--- src/vosc_pkg.sv ---
// Shared constants, types and helpers for the voxel surface classifier.
`default_nettype none

package vosc_pkg;

    localparam int MAX_X = 32;
    localparam int MAX_Y = 32;
    localparam int MAX_Z = 32;

    localparam int CW  = 5;     // cell index field width
    localparam int SW  = 6;     // size register width
    localparam int VW  = 16;    // voxel value width
    localparam int FW  = 3;     // exposed face count width
    localparam int AW  = $clog2(MAX_X * MAX_Y * MAX_Z);
    localparam int DEPTH = MAX_X * MAX_Y * MAX_Z;

    localparam int NB_LAST = 5; // six face neighbours, counted 0..5
    localparam int NCW = 3;

    // neighbour select codes
    localparam logic [NCW-1:0] NB_XM = 3'd0;
    localparam logic [NCW-1:0] NB_XP = 3'd1;
    localparam logic [NCW-1:0] NB_YM = 3'd2;
    localparam logic [NCW-1:0] NB_YP = 3'd3;
    localparam logic [NCW-1:0] NB_ZM = 3'd4;
    localparam logic [NCW-1:0] NB_ZP = 3'd5;

    // request types
    localparam logic REQ_WRITE    = 1'b0;
    localparam logic REQ_CLASSIFY = 1'b1;

    // register indexes
    localparam logic [1:0] REG_THRESH = 2'd0;
    localparam logic [1:0] REG_SIZE_X = 2'd1;
    localparam logic [1:0] REG_SIZE_Y = 2'd2;
    localparam logic [1:0] REG_SIZE_Z = 2'd3;

    typedef struct packed {
        logic capture;      // latch the input transfer
        logic mem_we;       // store the voxel value
        logic eval_center;  // judge the center cell read data
        logic nb_read;      // issue one neighbour read
        logic load_out;     // move the result into the output register
    } t_cmd;

    typedef struct packed {
        logic req_type;
        logic bad;          // index out of range
        logic go_nb;        // occupied, interior: neighbours needed
        logic nb_last;      // last neighbour read being issued
    } t_sts;

    function automatic logic [AW-1:0] cell_addr(input logic [CW-1:0] x,
                                                input logic [CW-1:0] y,
                                                input logic [CW-1:0] z);
        return AW'(x) + AW'(MAX_X) * (AW'(y) + AW'(MAX_Y) * AW'(z));
    endfunction

    function automatic logic [SW-1:0] clamp_size(input logic [SW-1:0] s,
                                                 input logic [SW-1:0] lim);
        return (s > lim) ? lim : s;
    endfunction

endpackage

`default_nettype wire

--- src/vosc_ctrl.sv ---
// Controller state machine for the voxel surface classifier.
`default_nettype none

module vosc_ctrl (
    input  wire logic           i_clk,
    input  wire logic           i_rst_n,
    input  wire logic           i_in_valid,
    output logic                o_in_ready,
    output logic                o_out_valid,
    input  wire logic           i_out_ready,
    input  wire vosc_pkg::t_sts i_sts,
    output vosc_pkg::t_cmd      o_cmd
);

    localparam logic [2:0] S_IDLE  = 3'd0;
    localparam logic [2:0] S_START = 3'd1;
    localparam logic [2:0] S_EVC   = 3'd2;
    localparam logic [2:0] S_NB    = 3'd3;
    localparam logic [2:0] S_TAIL  = 3'd4;
    localparam logic [2:0] S_DONE  = 3'd5;

    logic [2:0] r_state, n_state;
    logic       r_out_valid, n_out_valid;
    logic       accept;

    assign o_in_ready  = (r_state == S_IDLE);
    assign o_out_valid = r_out_valid;
    assign accept      = i_in_valid && o_in_ready;

    always_comb begin
        n_state = r_state;
        o_cmd   = '0;
        case (r_state)
            S_IDLE: begin
                if (accept) begin
                    o_cmd.capture = 1'b1;
                    n_state = S_START;
                end
            end
            S_START: begin
                // center read is issued here in all cases
                if (i_sts.req_type == vosc_pkg::REQ_WRITE) begin
                    o_cmd.mem_we = !i_sts.bad;
                    n_state = S_DONE;
                end else if (i_sts.bad) begin
                    n_state = S_DONE;
                end else begin
                    n_state = S_EVC;
                end
            end
            S_EVC: begin
                o_cmd.eval_center = 1'b1;
                n_state = i_sts.go_nb ? S_NB : S_DONE;
            end
            S_NB: begin
                o_cmd.nb_read = 1'b1;
                if (i_sts.nb_last) begin
                    n_state = S_TAIL;
                end
            end
            S_TAIL: begin
                n_state = S_DONE;
            end
            S_DONE: begin
                if (!r_out_valid || i_out_ready) begin
                    o_cmd.load_out = 1'b1;
                    n_state = S_IDLE;
                end
            end
            default: begin
                n_state = S_IDLE;
            end
        endcase
    end

    always_comb begin
        n_out_valid = r_out_valid;
        if (o_cmd.load_out) begin
            n_out_valid = 1'b1;
        end else if (i_out_ready) begin
            n_out_valid = 1'b0;
        end
    end

    always_ff @(posedge i_clk) begin
        if (!i_rst_n) begin
            r_state     <= S_IDLE;
            r_out_valid <= 1'b0;
        end else begin
            r_state     <= n_state;
            r_out_valid <= n_out_valid;
        end
    end

    a_load_free: assert property (@(posedge i_clk) disable iff (!i_rst_n)
        o_cmd.load_out |-> (!r_out_valid || i_out_ready))
        else $error("result loaded over a pending result");

    a_accept_start: assert property (@(posedge i_clk) disable iff (!i_rst_n)
        accept |=> (r_state == S_START))
        else $error("accepted transfer did not start work");

    a_nb_end: assert property (@(posedge i_clk) disable iff (!i_rst_n)
        (r_state == S_NB && i_sts.nb_last) |=> (r_state == S_TAIL))
        else $error("neighbour sweep did not end after last read");

    a_write_once: assert property (@(posedge i_clk) disable iff (!i_rst_n)
        o_cmd.mem_we |-> (r_state == S_START && !i_sts.bad))
        else $error("memory write outside start state or with bad index");

endmodule

`default_nettype wire

--- config.mk ---
export PLATFORM = sky130hd
export DESIGN_NAME = vosc_ctrl
export DESIGN_NICKNAME = d
export VERILOG_FILES = /design/src/vosc_pkg.sv /design/src/vosc_ctrl.sv
export SDC_FILE = /design/constraint.sdc
export NUM_CORES = 1
export LEC_CHECK = 0
export ABC_AREA = 1
export BUFFER_PORTS_ARGS = -buffer_cell sky130_fd_sc_hd__buf_2
export CAP_MARGIN = 30
export CORE_AREA = 5 5 42 44
export CTS_CLUSTER_SIZE = 14
export DETAILED_ROUTE_END_ITERATION = 16
export DIE_AREA = 0 0 47 49
export GPL_TIMING_DRIVEN = 0
export PLACE_DENSITY_LB_ADDON = 0.05
export SETUP_SLACK_MARGIN = 0.05
export SLEW_MARGIN = 30
export SYNTH_ARGS = -nofsm -noshare
export SYNTH_HDL_FRONTEND = slang
export SYNTH_SLANG_ARGS = --single-unit
--- constraint.sdc ---
create_clock -name i_clk -period 2.8 [get_ports i_clk]
set_input_delay 0.42 -clock i_clk [delete_from_list [all_inputs] [get_ports i_clk]]
set_output_delay 0.42 -clock i_clk [all_outputs]
set_load 0.1 [all_outputs]
Word level (Yosys, flattened, before mapping)
Cells that the tools add are included.
Storage, ports and cells
  register bits: 4
  input port bits: 8
Operators by class
  equal/unequal tests: 8
  mux-type cells: 17
  reduce and logical (&&, ||, !) cells: 7
Operators by type and width (number)
  two-way mux 3 bit: 6
  one-hot mux 3 bit (6 select lines): 1
  two-way mux 1 bit: 10
  == test 3 x 2 -> 1 bit (second input constant): 2
  == test 3 bit (second input constant): 2
  != test 2 bit (second input constant): 2
  == test 3 x 1 -> 1 bit (second input constant): 1
  zero test 3 bit: 1
  AND reduction 3 bit: 1
  zero test 1 bit: 2
  != test 2 x 1 -> 1 bit (second input constant): 1
  nonzero test 2 bit: 1
  logical AND 1 bit: 1
  logical OR 1 bit: 1

Logic depth before layout (Yosys ltp)
  depth in word-level cells: 5
  depth in mapped cells: 6

Least setup slack after synthesis
OpenSTA, ideal clock, no wires.
  kind: reg2out
  start point: reg r_state[0]
  end point: out o_cmd[3] in the netlist's numbering
  arrival: 2831 ps
  setup slack: -451 ps
  cell stages (with the launch flop): 4
  cell sequence: dfxtp_1 inv_4 nor3_1 nor3b_1
RTL lines
  start: declaration: RTL line vosc_ctrl.sv:22  | logic [2:0] r_state, n_state;
  start signal: assignment: RTL line vosc_ctrl.sv:90  | r_state <= n_state;
  end: declaration: RTL line vosc_ctrl.sv:12  | output vosc_pkg::t_cmd o_cmd

==> impl_metrics.yaml <==
timing:
  finalHoldViolCount: 0
  fmax_mhz: 477
  finalCritPeriodShare_pct: 74.8
  setup_viol: 0
  skew_ns: 0.00752
  slew_violations: 0
  grt_setup_unrepaired: "no"
  fin_setup_tns_ns: 0
  slew_headroom_pct: 67.6
  worstMarginPinSlew_ns: 0.490
  fin_crit_ns: 2.09
pwr:
  vdd_drop_max_mv: 0.183
  pwr-share-seq_pct: 27.5
  p_sw_w: 0.000122
  powerDensity_mw_per_mm2: 630
  switching_share_pct: 47.6
  clkPwrFrac_pct: 26.9
  p_leak_nw: 0.230
  p_comb_share_pct: 45.6
  internal_power_w: 0.000135
synthesis:
  async_flop_share_pct: 0
  synth_top_area_cell: "dfxtp_1"
  synth_top_area_share_pct: 28.6
  ys_ff_latch: 4
  ys_warn_count: 0
  ys_seq_area_share_pct: 28.6
  netlist_instances: 45
  synth_enable_flop_cells: 0
  synth.area.top_cells: "dfxtp_1, inv_1, nand2_1"
  synth_cell_types: 17
  synth_ff_type: "dfxtp_1"
  syn_area_per_cell_sq_um: 6.23
  netlist_area_sq_um: 280
  synth_commonest_cells: "inv_1, nand2_1, nand3_1, dfxtp_1, nor2_1"
  syn-num-nets: 53
worst_setup_path:
  timing.rr.start: "r_state[1]$_SDFFE_PN0P_"
  endpoint: "o_cmd[0]"
  critPathRequiredTime_ns: 2.38
  reg2reg_depth: 6
  critical_path.endpoint_type: "output port"
  r2r-end: "r_state[0]$_SDFFE_PN0P_"
  startpoint_type: "flip-flop"
  reg2reg_slack_ns: 1.68
  critPathLaunch: "r_state[2]$_SDFFE_PN0P_"
  crit_type: "flip-flop to output port"
  crit_arrival_ns: 1.67
  critPathMaxFanout: 7
flow_run:
  drv_cap: 0
global_routing:
  use_met2_pct: 8.82
  grt_pass1_wl_um: 1240
  grt-busiest-layer: "met1"
  grtUsageTotal_pct: 7.45
  grt-ovfl-total: 0
  grt_start_max_net_pins: 8
  antenna_found_initial: 0
  grt_pass1_vias: 326
  gr-usage-met3_pct: 3.32
  use_met1_pct: 10.1
outcome:
  outcome: "completed"
layout:
  finalNetCount: 72
  fin_cells: 78
  drive_gt1_share_pct: 40.3
  fin_util_pct: 29.1
  area_delta_synth_final_pct: 45.5
  n_antenna_cell: 0
  fin_area_sq_um: 408
clock_network:
  htreeDepth: 1
  cts_root_buf: "clkbuf_4"
  hold_buffers: 0
  post-cts-setup-buffer-count: 0
  ctsResizeCount: 0
  insertion_delay_ns: 0.23
  cts-buffers-inserted: 3
  cts.reportedPaths.clkPinSlew_ns: 0.04
  cts_sinks: 4
  cts_tree: "done"
  cts_max_path_buffers: 2
floorplan:
  fp.dieH_um: 49
  core_sq_mm: 0.00140
  io_pins: 15
  fp.dieArea_sq_mm: 0.00230
  die_x_um: 47
  rows: 14
  initial_core_util_pct: 20.0
detailed_routing:
  vias_per_cell: 4.21
  wl_per_cell_um: 9.08
  drc_errors: 0
  dr.pass1.iters: 3
  ant_nets: 0
  wirelength_um: 708
  vias: 328
  drtIter0Drc: 2
min_path:
  hp-class: "primary input to flip-flop"
  hold_start: "i_rst_n"
placement:
  placed_area_sq_um: 385
  gp_congestion: 0.615
  place_inst: 75
  io_buffers: 14
  hpwl_um: 594
## stage by stage
step / total power (W) / hold WS, ns / worst slack (ns)
detailed placement: 0.000189 / 0.585 / 0.942
global placement: 0.000191 / 0.620 / 0.931
finish: 0.000257 / 0.433 / 0.705
floorplan: 0.000168 / 0.518 / 0.463
global route: 0.000275 / 0.437 / 0.633
CTS: 0.000262 / 0.425 / 0.677
## cell type report
| cell class | instances | area (sq um) |
|---|---|---|
| plain buffers | 1 | 7.51 |
| multi-input cells | 29 | 164 |
| flip-flops and latches | 4 | 80.1 |
| clock buffers | 3 | 22.5 |
| inverters | 11 | 43.8 |
| well taps | 16 | 20.0 |
| repair buffers | 14 | 70.1 |
| fillers | 167 | 993 |
## registers in the layout, summed over array words and instances, names as in the netlist
signal / flops
r_state: 3
o_out_valid: 1
## cell usage in the layout (no fill, tap or decap), drive strengths merged
| cell | instances |
|---|---|
| nor3b | 1 |
| o21a | 1 |
| nor3 | 3 |
| nor4 | 1 |
| a21oi | 1 |
| o21ai | 1 |
| clkbuf | 3 |
| dfxtp | 4 |
| nand3 | 5 |
| a31oi | 1 |
| nor2 | 4 |
| inv | 11 |
| nand4 | 2 |
| nand2 | 8 |
| o211ai | 1 |
| buf | 15 |
## cell families after synthesis
logic type / synth area share [%]
flip-flops: 28.6
AND/OR/NAND/NOR: 42.0
AO/OA/AOI/OAI: 11.2
buffers and inverters: 18.3
## how the worst min path moves through the flow
stage / end / slack [ns] / cells after the start
after global placement: r_state[0]$_SDFFE_PN0P_ / 0.62 / 3
after detailed placement: r_state[0]$_SDFFE_PN0P_ / 0.59 / 3
after global routing: r_state[1]$_SDFFE_PN0P_ / 0.44 / 3
final: r_state[1]$_SDFFE_PN0P_ / 0.43 / 3
after floorplan: r_state[1]$_SDFFE_PN0P_ / 0.52 / 2
after CTS: r_state[1]$_SDFFE_PN0P_ / 0.43 / 3
## power by group through the flow
stage                     registers (W)  logic (W)  clock network, W
after detailed placement      0.0000719   0.000117                 0
after global routing          0.0000722   0.000126         0.0000768
after global placement        0.0000720   0.000119                 0
after floorplan               0.0000734  0.0000948                 0
final                         0.0000708   0.000117         0.0000691
after CTS                     0.0000710   0.000118         0.0000727
## critical path: stages, from the launching register on
cell     delay (ns)
dfxtp_1        0.47
inv_2          0.11
nor4_2         0.29
buf_4          0.16
buf_2          0.41
## routing by layer
metal  vias to the layer above  part of all wire [%]
met4                         0                     0
met2                        11                    41
li1                        182                     -
met5                         -                     0
met1                       135                    49
met3                         0                    10
Note: power is estimated with default switching activity, not from simulation.
